`src/hw/rtl/assert_macros.svh`:
```
// Assertion macros shared by the strided slice parameter RTL.
`ifndef ASSERT_MACROS_SVH
`define ASSERT_MACROS_SVH

// Checks that a condition holds at every rising clock edge outside reset.
`define SSAP_ASSERT(label, clk, rst, prop) \
   label: assert property (@(posedge clk) disable iff (rst) (prop)) \
      else $error("strided slice check failed");

// Checks that a consequent holds in the same cycle as its antecedent.
`define SSAP_ASSERT_IMPL(label, clk, rst, ante, cons) \
   label: assert property (@(posedge clk) disable iff (rst) (ante) |-> (cons)) \
      else $error("strided slice check failed");

`endif

```
`src/hw/rtl/ssap_pkg.sv`:
```
// Package with the types, widths and codes of the strided slice parameter block.
`timescale 1ns / 1ps

package ssap_pkg;

   localparam int MAX_AXES      = 8;
   localparam int AXIS_WIDTH    = 3;
   localparam int MASK_WIDTH    = 8;
   localparam int LENGTH_WIDTH  = 31;
   localparam int INDEX_WIDTH   = 32;
   localparam int CALC_WIDTH    = 34;
   localparam int REM_WIDTH     = 32;
   localparam int STATUS_WIDTH  = 2;
   localparam int DIV_STEPS     = LENGTH_WIDTH;
   localparam int QUEUE_DEPTH   = 4;
   localparam int QPTR_WIDTH    = $clog2(QUEUE_DEPTH);
   localparam int QCNT_WIDTH    = $clog2(QUEUE_DEPTH + 1);

   localparam logic [STATUS_WIDTH-1:0] STATUS_OK          = 2'd0;
   localparam logic [STATUS_WIDTH-1:0] STATUS_ZERO_STRIDE = 2'd1;
   localparam logic [STATUS_WIDTH-1:0] STATUS_OPPOSED     = 2'd2;

   typedef logic signed [CALC_WIDTH-1:0] calc_type;

   typedef struct packed {
      logic [AXIS_WIDTH-1:0]          axis_number;
      logic [LENGTH_WIDTH-1:0]        axis_length;
      logic signed [INDEX_WIDTH-1:0]  slice_start;
      logic signed [INDEX_WIDTH-1:0]  slice_end;
      logic signed [INDEX_WIDTH-1:0]  stride_value;
      logic                           infer_unknown;
   } req_payload_type;

   typedef struct packed {
      logic [LENGTH_WIDTH-1:0]        out_length;
      logic signed [INDEX_WIDTH-1:0]  norm_start;
      logic signed [INDEX_WIDTH-1:0]  norm_end;
      logic signed [INDEX_WIDTH-1:0]  norm_stride;
      logic                           is_decreased;
      logic [STATUS_WIDTH-1:0]        status;
   } rsp_payload_type;

   // A classified request as it waits between the front and the back.
   typedef struct packed {
      logic                           dec;
      logic                           zero;
      logic                           neg;
      calc_type                       lo_bound;
      calc_type                       hi_bound;
      logic [LENGTH_WIDTH-1:0]        axis_length;
      logic signed [INDEX_WIDTH-1:0]  stride;
      logic signed [INDEX_WIDTH-1:0]  norm_start;
      logic signed [INDEX_WIDTH-1:0]  norm_end;
   } cls_entry_type;

   typedef struct packed {
      logic full;
      logic empty;
   } queue_status_type;

endpackage

```
`src/hw/rtl/ssap_queue.sv`:
```
// Short request queue in flip-flops between the front and the back.
`timescale 1ns / 1ps
`include "assert_macros.svh"

module ssap_queue import ssap_pkg::*; (
   input  logic             clock,
   input  logic             reset,
   input  logic             push,
   input  cls_entry_type    push_data,
   input  logic             pop,
   output cls_entry_type    head,
   output queue_status_type status
);

   cls_entry_type          entry_ff [QUEUE_DEPTH];
   logic [QPTR_WIDTH-1:0]  wr_ptr_ff, wr_ptr_in;
   logic [QPTR_WIDTH-1:0]  rd_ptr_ff, rd_ptr_in;
   logic [QCNT_WIDTH-1:0]  count_ff, count_in;

   always_comb begin
      wr_ptr_in = wr_ptr_ff;
      rd_ptr_in = rd_ptr_ff;
      count_in  = count_ff;
      if (push) begin
         wr_ptr_in = (wr_ptr_ff == QPTR_WIDTH'(QUEUE_DEPTH - 1)) ? '0 :
                     wr_ptr_ff + 1'b1;
      end
      if (pop) begin
         rd_ptr_in = (rd_ptr_ff == QPTR_WIDTH'(QUEUE_DEPTH - 1)) ? '0 :
                     rd_ptr_ff + 1'b1;
      end
      if (push && !pop) begin
         count_in = count_ff + 1'b1;
      end else if (pop && !push) begin
         count_in = count_ff - 1'b1;
      end
   end

   always_ff @(posedge clock) begin
      if (reset) begin
         wr_ptr_ff <= '0;
         rd_ptr_ff <= '0;
         count_ff  <= '0;
      end else begin
         wr_ptr_ff <= wr_ptr_in;
         rd_ptr_ff <= rd_ptr_in;
         count_ff  <= count_in;
      end
   end

   always_ff @(posedge clock) begin
      if (push) begin
         entry_ff[wr_ptr_ff] <= push_data;
      end
   end

   assign head         = entry_ff[rd_ptr_ff];
   assign status.full  = (count_ff == QCNT_WIDTH'(QUEUE_DEPTH));
   assign status.empty = (count_ff == '0);

   `SSAP_ASSERT(q_count_bound, clock, reset, count_ff <= QCNT_WIDTH'(QUEUE_DEPTH))
   `SSAP_ASSERT_IMPL(q_pop_nonempty, clock, reset, pop, count_ff != '0)

endmodule

```
`config.mk`:
```
export PLATFORM = sky130hd
export DESIGN_NAME = ssap_queue
export DESIGN_NICKNAME = d
export VERILOG_FILES = /design/src/hw/rtl/ssap_pkg.sv /design/src/hw/rtl/ssap_queue.sv
export VERILOG_INCLUDE_DIRS = /design/src /design/src/hw/rtl
export SDC_FILE = /design/constraint.sdc
export NUM_CORES = 1
export LEC_CHECK = 0
export BUFFER_PORTS_ARGS = -buffer_cell sky130_fd_sc_hd__buf_2
export CAP_MARGIN = 20
export CORE_MARGIN = 3
export CORE_UTILIZATION = 50
export DETAILED_ROUTE_END_ITERATION = 8
export GPL_TIMING_DRIVEN = 0
export HOLD_SLACK_MARGIN = 0.06
export PLACE_DENSITY = 0.71
export SETUP_SLACK_MARGIN = 0.02
export SYNTH_ARGS = -nofsm -noshare
export SYNTH_HDL_FRONTEND = slang
export SYNTH_SLANG_ARGS = --single-unit
```
`constraint.sdc`:
```
create_clock -name clock -period 17.1 [get_ports clock]
set_input_delay 3.42 -clock clock [delete_from_list [all_inputs] [get_ports clock]]
set_output_delay 3.42 -clock clock [all_outputs]
set_load 0.02 [all_outputs]
```
==> results.toml <==
[sta]
post-route-min-period_ns = 6.09
final_hold_viol_count = 0
post-route-period-util_pct = 35.6
worstMarginPinSlew_ns = 0.780
setup_ws_ns = 11.01
tns_ns = 0
slew_headroom_pct = 48.0
skew_ns = 0.0136
rsz0062_at_grt = "no"
fmax_mhz = 164
slew_viol_final = 0
setup_violations = 0

[placed_design]
portBuffers = 401
hpwl_mm = 37.0
preCtsSetupSlack_ns = 11.56
gp_congestion = 0.735

[clock_tree]
cts_buffers = 79
post_cts_buffers = 0
cts_sinks = 801
post_cts_resize_count = 0
cts_root_buffer = "clkbuf_16"
cts_tree = "yes"
clk_pin_slew_worst_paths_ns = 0.06
clock_path_buffers = 3
clk_latency_ns = 0.61
h-tree-depth = 3
cts_hold_buffers = 0

[power_and_ir_drop]
p_seq_share_pct = 51.9
ir_drop_mv = 0.103
p_clk_share_pct = 38.3
p_leak_uw = 0.0118
switchingPower_uw = 967
p_int_uw = 3400
switching_share_pct = 22.1
p_per_area_mw_per_mm2 = 125
pwr-share-comb_pct = 9.8
fin_total_pwr_uw = 4370

[yosys]
ys_ff_latch = 801
yosys_warnings = 0
syn_inst = 1078
syn-num-nets = 1287
ys_types = 19
synth.cell_area_sq_mm = 0.0290
ys_seq_area_share_pct = 82.7
postSynthAreaPerCell_sq_um = 26.9

[global_routing]
grt_pass1_wl_mm = 86.2
antenna_found_initial = 17
grt_pass1_vias = 14000
grt_overflow = 0
grt_max_degree = 58
grt_usage_pct = 19.1

[routing]
wl_per_cell_um = 23.9
vias_per_cell = 5.45
wl_mm = 57.2
antenna_left = 0
dr.pass1.iters = 5
vias = 13100
drtIter0Drc = 713
drcViolationCount = 0

[floorplan]
die_area_sq_mm = 0.0609
start_util_pct = 51.0
core_area_sq_mm = 0.0568
die_h_um = 247
num_rows = 87
io_pins = 402
die_w_um = 247

[worst_setup_path]
cp-end-kind = "primary output"
path_class = "reg2out"
startpoint_type = "register"
rrSetupSlack_ns = 14.76
crit_fanout = 10
arrival_ns = 2.67
cp.required_ns = 13.68

[run_status]
status = "finished, final reports clean"

[hold_path]
min_path_type = "reg2reg"

[final_layout]
syn_to_final_growth_pct = 20.4
nets = 1784
layout-drive-gt1-share_pct = 46.6

[job]
maxCapViolations = 0
## cell usage after synthesis
cell type	count	area share, %
dfxtp_1	9	0.62
or3_1	1	0.022
buf_6	15	0.58
buf_2	22	0.38
nor3_1	1	0.017
a21oi_1	2	0.035
clkbuf_1	6	0.078
and2_1	4	0.086
mux2i_1	4	0.14
xor2_1	2	0.060
nor3b_1	2	0.052
fa_1	1	0.069
inv_1	4	0.052
mux4_2	198	15
o21ai_0	1	0.017
nor2_1	7	0.091
ha_1	6	0.26
edfxtp_1	792	82
buf_1	1	0.013
## metrics by stage
step	hold WS [ns]	instances	area (sq um)	util, %
2_1_floorplan	0.460	1078	29000	-
3_3_place_gp	0.492	2235	31900	56.2
3_5_place_dp	0.498	2250	32400	56.9
4_1_cts	0.512	2392	34900	61.4
5_1_grt	0.543	2396	34900	61.4
6_report	0.513	2400	34900	61.4
## state kept, by name (all words and copies together), names as in the netlist, named ones only
register   flops
count_ff       3
wr_ptr_ff      2
entry_ff     792
rd_ptr_ff      2
## area by class of cell
class	instances	area [sq um]
sequential	801	24000
multi-input combinational	229	4710
clock inverter	48	482
timing repair buffer	416	2410
inverter	4	15.0
buffer	44	305
tap	756	946
clock buffer	94	2050
antenna	8	20.0
fill	3890	21900
## worst max-delay path, cell delays in order, from the launching register on
cell     delay, ns
dfxtp_1       0.30
buf_2         0.28
buf_2         0.43
buf_2         0.39
mux4_2        0.45
buf_2         0.20
## per-layer routing
layer	global-route usage (%)	share of wire, %	vias up
li1	-	-	5703
met1	24.6	38	6807
met2	30.8	50	428
met3	6.39	8.5	122
met4	6.79	3.1	16
met5	0	0.18	-
## path summary, 6_finish.rpt
path	startpoint	end	cells past startpoint
max	register	head[76]	5
min	count_ff[2]$_SDFFE_PP0P_	count_ff[2]$_SDFFE_PP0P_	2
max reg2reg	wr_ptr_ff[0]$_SDFFE_PP0P_	entry_ff[3][154]$_DFFE_PP_	4
min reg2reg	count_ff[2]$_SDFFE_PP0P_	count_ff[2]$_SDFFE_PP0P_	2
## power groups by stage
stage | logic, uW | clock network (uW) | registers (uW)
6_report | 427 | 1670 | 2270
5_1_grt | 458 | 1790 | 2280
4_1_cts | 437 | 1720 | 2270
3_5_place_dp | 435 | 0 | 2310
3_3_place_gp | 414 | 0 | 2340
2_1_floorplan | 257 | 0 | 2320
## cell usage in the layout, fill, tap and decap left out, drive strengths merged
cell        n
edfxtp    792
buf       454
mux4      198
clkbuf    100
clkinv     33
dfxtp       9
diode       8
bufinv      8
nor2        7
inv         7
ha          6
and2        4
mux2i       4
clkinvlp    4
nor3b       2
xor2        2
a21oi       2
nor3        1
o21ai       1
or3         1
fa          1
## logic make-up after synthesis
kind of cell | count (synthesis) | synth area share [%]
mux | 202 | 15.5
simple gates | 15 | 0.268
buf+inv | 48 | 1.10
compound gates | 3 | 0.0518
fa+ha+maj | 7 | 0.328
xor+xnor | 2 | 0.0604
flops | 801 | 82.7
Power figures use the tool's default switching activity.
