--- config.mk ---
export PLATFORM = sky130hd
export DESIGN_NAME = ssap_front
export DESIGN_NICKNAME = d
export VERILOG_FILES = /design/src/hw/rtl/assert_macros.svh /design/src/hw/rtl/ssap_pkg.sv /design/src/hw/rtl/ssap_front.sv
export SDC_FILE = /design/constraint.sdc
export NUM_CORES = 1
export LEC_CHECK = 0
export BUFFER_PORTS_ARGS = -buffer_cell sky130_fd_sc_hd__buf_2
export CORE_MARGIN = 2
export CORE_UTILIZATION = 45
export DETAILED_ROUTE_END_ITERATION = 10
export PLACE_DENSITY = 0.75
export SKIP_LAST_GASP = 1
export SYNTH_ARGS = -nofsm -noshare
export SYNTH_HDL_FRONTEND = slang
export SYNTH_SLANG_ARGS = --single-unit
export TNS_END_PERCENT = 20
--- constraint.sdc ---
create_clock -name vclk -period 15.6
set_input_delay 1.56 -clock vclk [all_inputs]
set_output_delay 1.56 -clock vclk [all_outputs]
set_load 0.01 [all_outputs]
--- src/hw/rtl/assert_macros.svh ---
// Assertion macros shared by the strided slice parameter RTL.
`ifndef ASSERT_MACROS_SVH
`define ASSERT_MACROS_SVH

// Checks that a condition holds at every rising clock edge outside reset.
`define SSAP_ASSERT(label, clk, rst, prop) \
   label: assert property (@(posedge clk) disable iff (rst) (prop)) \
      else $error("strided slice check failed");

// Checks that a consequent holds in the same cycle as its antecedent.
`define SSAP_ASSERT_IMPL(label, clk, rst, ante, cons) \
   label: assert property (@(posedge clk) disable iff (rst) (ante) |-> (cons)) \
      else $error("strided slice check failed");

`endif

--- src/hw/rtl/ssap_pkg.sv ---
// Package with the types, widths and codes of the strided slice parameter block.
`timescale 1ns / 1ps

package ssap_pkg;

   localparam int MAX_AXES      = 8;
   localparam int AXIS_WIDTH    = 3;
   localparam int MASK_WIDTH    = 8;
   localparam int LENGTH_WIDTH  = 31;
   localparam int INDEX_WIDTH   = 32;
   localparam int CALC_WIDTH    = 34;
   localparam int REM_WIDTH     = 32;
   localparam int STATUS_WIDTH  = 2;
   localparam int DIV_STEPS     = LENGTH_WIDTH;
   localparam int QUEUE_DEPTH   = 4;
   localparam int QPTR_WIDTH    = $clog2(QUEUE_DEPTH);
   localparam int QCNT_WIDTH    = $clog2(QUEUE_DEPTH + 1);

   localparam logic [STATUS_WIDTH-1:0] STATUS_OK          = 2'd0;
   localparam logic [STATUS_WIDTH-1:0] STATUS_ZERO_STRIDE = 2'd1;
   localparam logic [STATUS_WIDTH-1:0] STATUS_OPPOSED     = 2'd2;

   typedef logic signed [CALC_WIDTH-1:0] calc_type;

   typedef struct packed {
      logic [AXIS_WIDTH-1:0]          axis_number;
      logic [LENGTH_WIDTH-1:0]        axis_length;
      logic signed [INDEX_WIDTH-1:0]  slice_start;
      logic signed [INDEX_WIDTH-1:0]  slice_end;
      logic signed [INDEX_WIDTH-1:0]  stride_value;
      logic                           infer_unknown;
   } req_payload_type;

   typedef struct packed {
      logic [LENGTH_WIDTH-1:0]        out_length;
      logic signed [INDEX_WIDTH-1:0]  norm_start;
      logic signed [INDEX_WIDTH-1:0]  norm_end;
      logic signed [INDEX_WIDTH-1:0]  norm_stride;
      logic                           is_decreased;
      logic [STATUS_WIDTH-1:0]        status;
   } rsp_payload_type;

   // A classified request as it waits between the front and the back.
   typedef struct packed {
      logic                           dec;
      logic                           zero;
      logic                           neg;
      calc_type                       lo_bound;
      calc_type                       hi_bound;
      logic [LENGTH_WIDTH-1:0]        axis_length;
      logic signed [INDEX_WIDTH-1:0]  stride;
      logic signed [INDEX_WIDTH-1:0]  norm_start;
      logic signed [INDEX_WIDTH-1:0]  norm_end;
   } cls_entry_type;

   typedef struct packed {
      logic full;
      logic empty;
   } queue_status_type;

endpackage

--- src/hw/rtl/ssap_front.sv ---
// Front part: classifies a request and works out its clamped bounds and indices.
`timescale 1ns / 1ps

module ssap_front import ssap_pkg::*; (
   input  req_payload_type          req_payload,
   input  logic [MASK_WIDTH-1:0]    decrease_mask,
   output cls_entry_type            entry
);

   calc_type s_x, e_x, d_x, a_x, b_x, ns_x, ne_x;
   logic     neg, dec;

   always_comb begin
      s_x = {{(CALC_WIDTH-INDEX_WIDTH){req_payload.slice_start[INDEX_WIDTH-1]}},
             req_payload.slice_start};
      e_x = {{(CALC_WIDTH-INDEX_WIDTH){req_payload.slice_end[INDEX_WIDTH-1]}},
             req_payload.slice_end};
      d_x = {{(CALC_WIDTH-LENGTH_WIDTH){1'b0}}, req_payload.axis_length};
      neg = req_payload.stride_value[INDEX_WIDTH-1];

      dec = 1'b0;
      if (s_x == -1 && e_x == 0 && req_payload.infer_unknown &&
          int'(req_payload.axis_number) < MAX_AXES) begin
         dec = decrease_mask[req_payload.axis_number];
      end

      // Bounds used for the element count.
      if (s_x < 0) begin
         a_x = s_x + d_x;
         if (a_x < 0) begin
            a_x = '0;
         end
      end else begin
         a_x = s_x;
      end
      // An end of -1 with a negative stride means "run to the very front".
      if (e_x < 0 && !(e_x == -1 && neg)) begin
         b_x = e_x + d_x;
         if (b_x < 0) begin
            b_x = '0;
         end
      end else begin
         b_x = e_x;
      end
      if (neg) begin
         a_x = a_x + 1;
         b_x = b_x + 1;
      end

      // Indices for the slicing engine.
      if (neg) begin
         if (s_x < 0) begin
            ns_x = (s_x < -d_x) ? -d_x : s_x;
         end else begin
            ns_x = ((s_x < d_x - 1) ? s_x : d_x - 1) - d_x;
         end
         if (e_x < 0) begin
            ne_x = (e_x < -d_x - 1) ? -d_x - 1 : e_x;
         end else begin
            ne_x = e_x - d_x;
         end
      end else begin
         if (s_x < 0) begin
            ns_x = ((s_x < -d_x) ? -d_x : s_x) + d_x;
         end else begin
            ns_x = (s_x < d_x - 1) ? s_x : d_x - 1;
         end
         if (e_x < 0) begin
            ne_x = e_x + d_x;
         end else begin
            ne_x = (e_x < d_x) ? e_x : d_x;
         end
      end
      if (dec) begin
         ne_x = neg ? ns_x - 1 : ns_x + 1;
      end

      entry.dec         = dec;
      entry.zero        = (req_payload.stride_value == '0);
      entry.neg         = neg;
      entry.lo_bound    = a_x;
      entry.hi_bound    = b_x;
      entry.axis_length = req_payload.axis_length;
      entry.stride      = req_payload.stride_value;
      entry.norm_start  = ns_x[INDEX_WIDTH-1:0];
      entry.norm_end    = ne_x[INDEX_WIDTH-1:0];
   end

endmodule

==> metrics.md, run 1 <==
| Metric | Value |
|---|---|
| Outcome | finished, final reports clean |
| Fin crit share | 88.8% |
| Initial core utilization | 45.7% |
| Startpoint types | input port |
| Yosys warning count | 0 |
| Tot Pwr | 1150 uW |
| Worst VDD drop | 0.0191 mV |
| Gr usage total | 32.4% |
| Final ANT Viol Nets | 0 |
| Avg WL per Cell | 21.8 um |
| Post-CTS Setup Bufs | 0 |
| Clkbuf count | 0 |
| Gr ovfl total | 0 |
| Maximum clock rate | just over 70 MHz |
| DR iter-0 viols | 2415 |
| Die Wd | 213 um |
| Layout cells sized above 1 | 17.9% |
| Final setup margin | ~1700 ps |
| WL final | 77600 um |
| IO Count | 337 |
| Post_cts resized | 0 |
| Final hold violation count | 0 |
| Post-synth cell types | 111 |
| DRC | 0 |
| Hold crit path type | in -> out |
| Slowest stage cell, crit path | nor3_1 |
| CP Class | in -> out |
| Tmin final | about 14000 ps |
| Slew margin rel. | 42.2% |
| Synth Area per Inst | 7.09 sq um |
| CP required | 14040 ps |
| Hold path depth | 2 |
| Post-detail-place hpwl | 64600 um |
| Post-synthesis sequential area ratio | 0% |
| Cell area power density | 53.8 nW/um^2 |
| RSZ-0062 raised after global routing | no |
| FFs & Latches | 0 |
| LEAKAGE | 0.00945 uW |
| Number of port buffers | 334 |
| Post-route insts no fill | between 3000 and 4000 |
| Largest net degree at the start of global routing | 57 |
| Number of global-route vias before repair | just over 20000 |
| DIE AREA | between 40000 and 50000 sq um |
| Worst-path maximum fanout | 23 |
| DP Worst Slack | 1880 ps |
| Post-synth design cell area | slightly below 20000 sq um |
| Detailed-router iteration count before antenna repair | 8 |
| Setup_tns | 0 ps |
| First-pass GRT wire length | between 100000 and 150000 um |
| Final #Nets | between 3000 and 4000 |
| Post-Place Cell Area | 21400 sq um |
| Core area | 43200 sq um |
| Crit end category | primary output |
| Maxcap violations | 0 |
| Die Span Y | between 200 and 250 um |
| Setup violators final | 0 |
| Critical Path AT | 12300 ps |
| Cell row count | between 70 and 80 |
| RePlAce Congestion | 1.02 |
| Hold buffer count at cts | 0 |
| Max Slew Vio Count | 0 |
| Cell count after synthesis | 2782 |
| Via count | 22700 |
| Avg Vias per Cell | 6.40 |
| Placed cells | 3552 |
| Antenna violations before repair | 2 |
| Finished layout cell area | 21400 sq um |
| CP peak stage delay | around 730 ps |
| Area Growth Syn to Fin | 8.58% |
| Register area | 0 sq um |
| Least-Margin Pin Slew | 863 ps |
| Cell mode on critical path | a21o_1 |
## synth_stat cells, types with 30 or more instances
master	n	share of area (%)
o21ai_0	169	4.3
inv_1	131	2.5
a31oi_1	30	0.95
nand4_1	60	1.9
ha_1	289	18
nand3_1	74	1.9
a211oi_1	34	1.3
xor2_1	74	3.3
xnor2_1	194	8.6
nor4_1	44	1.4
nand2_1	218	4.1
mux4_2	42	4.8
clkbuf_1	74	1.4
nor2b_1	30	0.95
nor3_1	56	1.4
buf_4	68	2.6
o21a_1	39	1.5
nor2_1	217	4.1
a21oi_1	272	6.9
mux2_2	37	2.1
o211ai_1	35	1.3
a21o_1	96	3.7
## cells by family (layout without fill, tap and decap cells)
kind of cell,Yosys count,after routing,synth area share (%)
other,1,4,0.0190
adder cells (fa/ha/maj),295,295,18.9
multiplexers,107,107,8.33
XOR/XNOR,270,270,12.1
AO/OA/AOI/OAI,902,902,29.9
AND/OR/NAND/NOR,897,897,23.4
buffers and inverters,310,493,7.37
## power breakdown
part           switching (uW)  internal (uW)  total (uW)
Sequential                  0              0           0
Combinational             691            460        1150
Clock                       0     0.00000857  0.00000858
## stage by stage
step | hold slack [ps] | util, %
floorplan | 3210 | -
global placement | 3320 | 49.6
global route | 3330 | 49.6
finish | 3320 | 49.6
detailed placement | 3320 | 49.6
CTS | 3320 | 49.6
## placed cells by master, fill, tap and decap left out, types with 9 or more instances in the layout
cell and instances:
xor2_1 74, nor3_2 9, nand2_1 218, mux2i_1 27, nand2b_1 27, a22oi_1 11
or3_1 28, and4_1 12, nor4_1 42, o21bai_1 26, buf_4 22, a211o_1 10
nand4_1 60, o21a_1 39, ha_1 289, and3_1 25, nor3_1 56, a21o_1 96
a211oi_1 34, mux4_2 42, inv_1 130, or4_1 12, or2_2 17, o21ai_0 169
nor2b_1 30, buf_2 333, xnor2_1 194, o21ai_1 12, o31ai_1 24, and2_1 19
a21oi_1 271, a22o_1 10, o211ai_1 35, nand3_1 74, nor2_1 217, mux2_2 37
a31oi_1 30
## layout make-up
cell class / count / area (sq um)
multi-input combinational: 2474 / 18300
antenna: 1 / 2.50
timing repair buffer: 355 / 1830
fill: 4487 / 21800
inverter: 138 / 518
tap: 585 / 732
## final timing paths
path | startpoint | slack [ps] | to
worst max-delay path | req_payload[97] | 1740 | entry[28]
worst min-delay path | req_payload[10] | 3320 | entry[73]
## worst max-delay path, delay by kind of cell
kind / cells / cell delay, ps
buffers and inverters: 5 / 1170
multiplexers: 2 / 860
AO/OA/AOI/OAI: 18 / 3820
XOR/XNOR: 3 / 560
adder cells (fa/ha/maj): 4 / 1300
AND/OR/NAND/NOR: 10 / 2980
## routing by layer
layer	part of all wire [%]	vias to the layer above	GRT usage, %
li1	-	10700	-
met1	41	10500	44.6
met2	43	1305	51.1
met3	12	175	4.61
met4	4.4	2	12.1
met5	0.017	-	0
Note: power is estimated with default switching activity, not from simulation.
==> run 2, diff against run 1 <==
==> constraint.sdc (replaced) <==
create_clock -name vclk -period 15.6
set_input_delay 0.78 -clock vclk [all_inputs]
set_output_delay 0.78 -clock vclk [all_outputs]
set_load 0.01 [all_outputs]
==> run 2 against run 1 <==
First-iteration DRC count down 0.54%. Critical path depth is 1 higher. Core utilization about the same. Power is 0.17% lower. Count of clock-buffer cells in the layout stayed put. Maximum frequency up 11%. Critical path type unchanged. Largest cell class unchanged.
==> metrics.md, run 2 (synthesis results as in run 1) <==
| Metric | Value |
|---|---|
| Outcome | finished, final reports clean |
| Post_cts resized | 0 (unchanged) |
| Tot Pwr | 1150 uW (-0.17%) |
| DP Worst Slack | 3320 ps (+1440 ps) |
| CP Class | in -> out |
| Via count | 22500 (-1.1%) |
| IO Count | 337 (unchanged) |
| Sequential power share | 0% (unchanged) |
| Switching pwr | 690 uW (-0.18%) |
| FFs & Latches | 0 (unchanged) |
| Maximum clock rate | 80.3 MHz (+11%) |
| Cell area power density | 53.7 nW/um^2 (-0.14%) |
| Clkbuf count | 0 (unchanged) |
| Commonest non-fill, non-tap cell in the layout | buf_2 |
| RePlAce Congestion | 0.988 (-2.7%) |
| Setup_tns | 0 ps (unchanged) |
| Comb pwr share | 100.0% (about the same) |
| Power Internal | 459 uW (-0.14%) |
| Hold crit path type | in -> out |
| Hold path depth | 2 (unchanged) |
| Crit end category | primary output |
| CP peak stage delay | 750 ps (+20 ps) |
| Critical Path AT | 11680 ps (-620 ps) |
| Gr usage total | 32.4% (+0.048 points) |
| Avg WL per Cell | 21.7 um (-0.41%) |
| Final setup margin | 3140 ps (+1400 ps) |
| Final #Nets | 3402 (-0.029%) |
| Avg Vias per Cell | 6.33 (-1.1%) |
| Area Growth Syn to Fin | 8.56% (about the same) |
| LEAKAGE | 0.00945 uW (about the same) |
| Most frequent cells in the layout | 333 x buf_2, 289 x ha_1, 271 x a21oi_1 |
| Startpoint types | input port |
| Maxcap violations | 0 (unchanged) |
| Number of port buffers | 334 (unchanged) |
| Cell mode on critical path | a21o_1 |
| Worst-path maximum fanout | 38 (+65%) |
| Largest net degree at the start of global routing | 59 (+3.5%) |
| Initial core utilization | 45.7% (unchanged) |
| Post-CTS Setup Bufs | 0 (unchanged) |
| Setup violators final | 0 (unchanged) |
| Switching share of total power | 60.0% (about the same) |
| Die Span Y | 213 um (unchanged) |
| Least-Margin Pin Slew | 1000 ps (+139 ps) |
| First-pass GRT wire length | 116000 um (+0.27%) |
| Fin crit share | 79.9% (-9.0 points) |
| Post-detail-place hpwl | 64300 um (-0.43%) |
| DRC | 0 (unchanged) |
| Worst VDD drop | 0.0205 mV (+7.3%) |
| Clock network power share | 0% (unchanged) |
| Layout cells sized above 1 | 17.9% (-0.028 points) |
| Slew margin rel. | 32.9% (-9.3 points) |
| DR iter-0 viols | 2402 (-0.54%) |
| DIE AREA | 45500 sq um (unchanged) |
| Register area | 0 sq um (unchanged) |
| Detailed-router iteration count before antenna repair | 8 (unchanged) |
| Max Slew Vio Count | 0 (unchanged) |
| Number of global-route vias before repair | 20300 (-0.40%) |
| Hold buffer count at cts | 0 (unchanged) |
| CP required | 14820 ps (+780 ps) |
| WL final | 77300 um (-0.41%) |
| Core area | 43200 sq um (unchanged) |
| Slowest stage cell, crit path | nor3_1 |
| Tmin final | 12460 ps (-1400 ps) |
| Gr ovfl total | 0 (unchanged) |
| Cell row count | 76 (unchanged) |
| Antenna violations before repair | 2 (unchanged) |
| RSZ-0062 raised after global routing | no |
| Final hold violation count | 0 (unchanged) |
| Die Wd | 213 um (unchanged) |
| Final ANT Viol Nets | 0 (unchanged) |
-- run 2: cell types whose count changed in the layout (fill, tap and decap cells not counted), sizes merged --
cell,before,now
diode,1,2
buf,355,354
-- run 2: power groups by stage --
stage	logic (uW)	registers, uW	clock network, uW
CTS	1120	0	0
global placement	1110	0	0
detailed placement	1120	0	0
global route	1250	0	0.0000172
floorplan	799	0	0
finish	1150	0	0.0000172
-- run 2: layout make-up --
| class | count | area [sq um] |
|---|---|---|
| repair buffers | 354 | 1820 |
| inverters | 138 | 518 |
| well taps | 585 | 732 |
| multi-input cells | 2474 | 18300 |
| fillers | 4466 | 21800 |
| diodes | 2 | 5.00 |
-- run 2: worst paths after layout --
path            start         to  slack, ps
max   req_payload[97]  entry[28]       3140
min   req_payload[10]  entry[73]       1760
-- run 2: critical path, delay by kind of cell --
| family | cells | cell delay, ps |
|---|---|---|
| AOI/OAI and AO/OA | 20 | 4510 |
| and+or+nand+nor | 10 | 2830 |
| adders and majority gates | 4 | 1380 |
| buffers and inverters | 5 | 1120 |
| xor gates and xnor gates | 3 | 550 |
| muxes | 1 | 510 |
-- run 2: layer usage --
layer | wire, um | up-vias | global-route usage, % | share of wire [%]
met5 | 0 | - | 0 | 0
met4 | 3220 | 0 | 11.7 | 4.2
met3 | 8690 | 152 | 5.24 | 11
met2 | 33100 | 1181 | 50.6 | 43
met1 | 32300 | 10400 | 44.9 | 42
li1 | - | 10700 | - | -
-- run 2: metrics by stage --
stage / instances / area (sq um) / utilization [%] / hold slack, ps
floorplan: 2784 / 19700 / - / 1650
global placement: 3551 / 21400 / 49.6 / 1760
detailed placement: 3551 / 21400 / 49.6 / 1760
CTS: 3551 / 21400 / 49.6 / 1760
global route: 3553 / 21400 / 49.6 / 1770
finish: 3553 / 21400 / 49.6 / 1760
==> run 3, diff against run 2 <==
==> constraint.sdc (replaced) <==
create_clock -name vclk -period 12.2
set_input_delay 0.61 -clock vclk [all_inputs]
set_output_delay 0.61 -clock vclk [all_outputs]
set_load 0.01 [all_outputs]
==> run 3 against run 2 <==
Global-route usage rose by 0.27 points. Cell count rose by 0.20%. Via count rose by 0.96%.
==> metrics.md, run 3 (synthesis results as in run 1) <==
| Metric | Value |
|---|---|
| Area Growth Syn to Fin | 8.85% |
| Slowest stage cell, crit path | nor3_1 |
| Startpoint types | input port |
| Final ANT Viol Nets | 0 (unchanged) |
| Gr ovfl total | 0 (unchanged) |
| Fin crit share | a little over nine tenths |
| Via count | 22700 (+0.96%) |
| Crit end category | primary output |
| Outcome | finished, final reports clean |
| Final hold violation count | 0 (unchanged) |
| Die Span Y | 213 um (unchanged) |
| Fillers | 4555 (+2.0%) |
| Final #Nets | 3409 (+0.21%) |
| Slew margin rel. | 39.9% (+7.0 points) |
| Critical Path AT | 10890 ps (-790 ps) |
| Avg Vias per Cell | 6.37 (+0.76%) |
| Die Wd | 213 um (unchanged) |
| Most frequent cells in the layout | 333 x buf_2, 289 x ha_1, 271 x a21oi_1 |
| GRT busiest layer | met2 |
| Clkbuf count | 0 (unchanged) |
| Maximum clock rate | about 87 MHz |
| DIE AREA | 45500 sq um (unchanged) |
| Hold path depth | 2 (unchanged) |
| Post-detail-place hpwl | 64600 um (+0.42%) |
| Grt met3 use | 4.39% (-0.85 points) |
| Commonest non-fill, non-tap cell in the layout | buf_2 |
| CP required | 11590 ps (-3230 ps) |
| Register area | 0 sq um (unchanged) |
| IO Count | 337 (unchanged) |
| First-pass GRT wire length | 117000 um (+1.0%) |
| Worst Hold Endpoint | entry[79] |
| Avg WL per Cell | 21.9 um (+0.55%) |
| Number of port buffers | 334 (unchanged) |
| Number of global-route vias before repair | 20600 (+1.2%) |
| CP peak stage delay | 540 ps (-210 ps) |
| Worst Hold Launch | req_payload[16] |
| Cell mode on critical path | a21o_1 |
| FFs & Latches | 0 (unchanged) |
| CP Class | in -> out |
| Tmin final | ~12000 ps |
| Post-CTS Setup Bufs | 0 (unchanged) |
| Setup_tns | 0 ps (unchanged) |
| Gr usage total | 32.7% (+0.27 points) |
| DRC | 0 (unchanged) |
| Antenna violations before repair | 2 (unchanged) |
| RSZ-0062 raised after global routing | no |
| Least-Margin Pin Slew | 879 ps (-124 ps) |
| Detailed-router iteration count before antenna repair | 7 (-1) |
| Global-route met2 utilization | 51.6% (+1.0 points) |
| Maxcap violations | 0 (unchanged) |
| Largest net degree at the start of global routing | 66 (+12%) |
| Initial core utilization | 45.7% (unchanged) |
| Layout cells sized above 1 | 18.1% (+0.23 points) |
| Core area | 43200 sq um (unchanged) |
| Setup violators final | 0 (unchanged) |
| Worst-path maximum fanout | 11 (-71%) |
| Hold crit path type | in -> out |
| RePlAce Congestion | 1.00 (+1.5%) |
| WL final | 77800 um (+0.75%) |
| Met1 usage | 46.1% (+1.2 points) |
| Max Slew Vio Count | 0 (unchanged) |
| Cell row count | 76 (unchanged) |
| DR iter-0 viols | 2477 (+3.1%) |
## run 3: cell count changes in the layout (fill, tap and decap cells not counted)
cell / change
buf_4: +7
o31ai_1: -1
o31ai_2: +1
## run 3: worst max-delay path by stage
stage                    start  cells past startpoint         to
2_1_floorplan  req_payload[97]                     42  entry[28]
3_3_place_gp   req_payload[98]                     37  entry[28]
3_5_place_dp   req_payload[98]                     37  entry[28]
4_1_cts        req_payload[98]                     37  entry[28]
5_1_grt        req_payload[98]                     43  entry[28]
6_report       req_payload[98]                     43  entry[28]
## run 3: worst max-delay path: cells and delay by family
kind	cells	cell delay, ps
AOI/OAI and AO/OA	20	4640
buffers and inverters	5	820
adders and majority gates	4	1420
xor gates and xnor gates	3	580
and+or+nand+nor	10	2310
muxes	1	510
## run 3: area by class of cell
cell class	count	area, sq um	area share (%)
diodes	2	5.00	0.0233
multi-input cells	2474	18300	85.4
repair buffers	361	1880	8.74
inverters	138	518	2.41
well taps	585	732	3.41
## run 3: what timing repair did
action                                  CTS  global route
endpoints found under the setup margin    0             1
gates resized for setup                   0             1
hold buffers                              0             0
## run 3: metal layers
metal | vias to the layer above | routed length (um)
met5 | - | 13
met4 | 2 | 2620
met3 | 149 | 8550
met2 | 1226 | 33800
met1 | 10600 | 32900
li1 | 10700 | -
## run 3: metrics by stage
| stage | util [%] | hold WS (ps) | setup slack [ps] | instances | cell area (sq um) |
|---|---|---|---|---|---|
| after floorplan | - | 1310 | 1730 | 2784 | 19700 |
| after global placement | 49.7 | 1420 | 834 | 3558 | 21500 |
| after detailed placement | 49.7 | 1420 | 730 | 3558 | 21500 |
| after CTS | 49.7 | 1420 | 714 | 3558 | 21500 |
| after global routing | 49.7 | 1430 | 4.23 | 3559 | 21500 |
| final | 49.7 | 1420 | 697 | 3560 | 21500 |
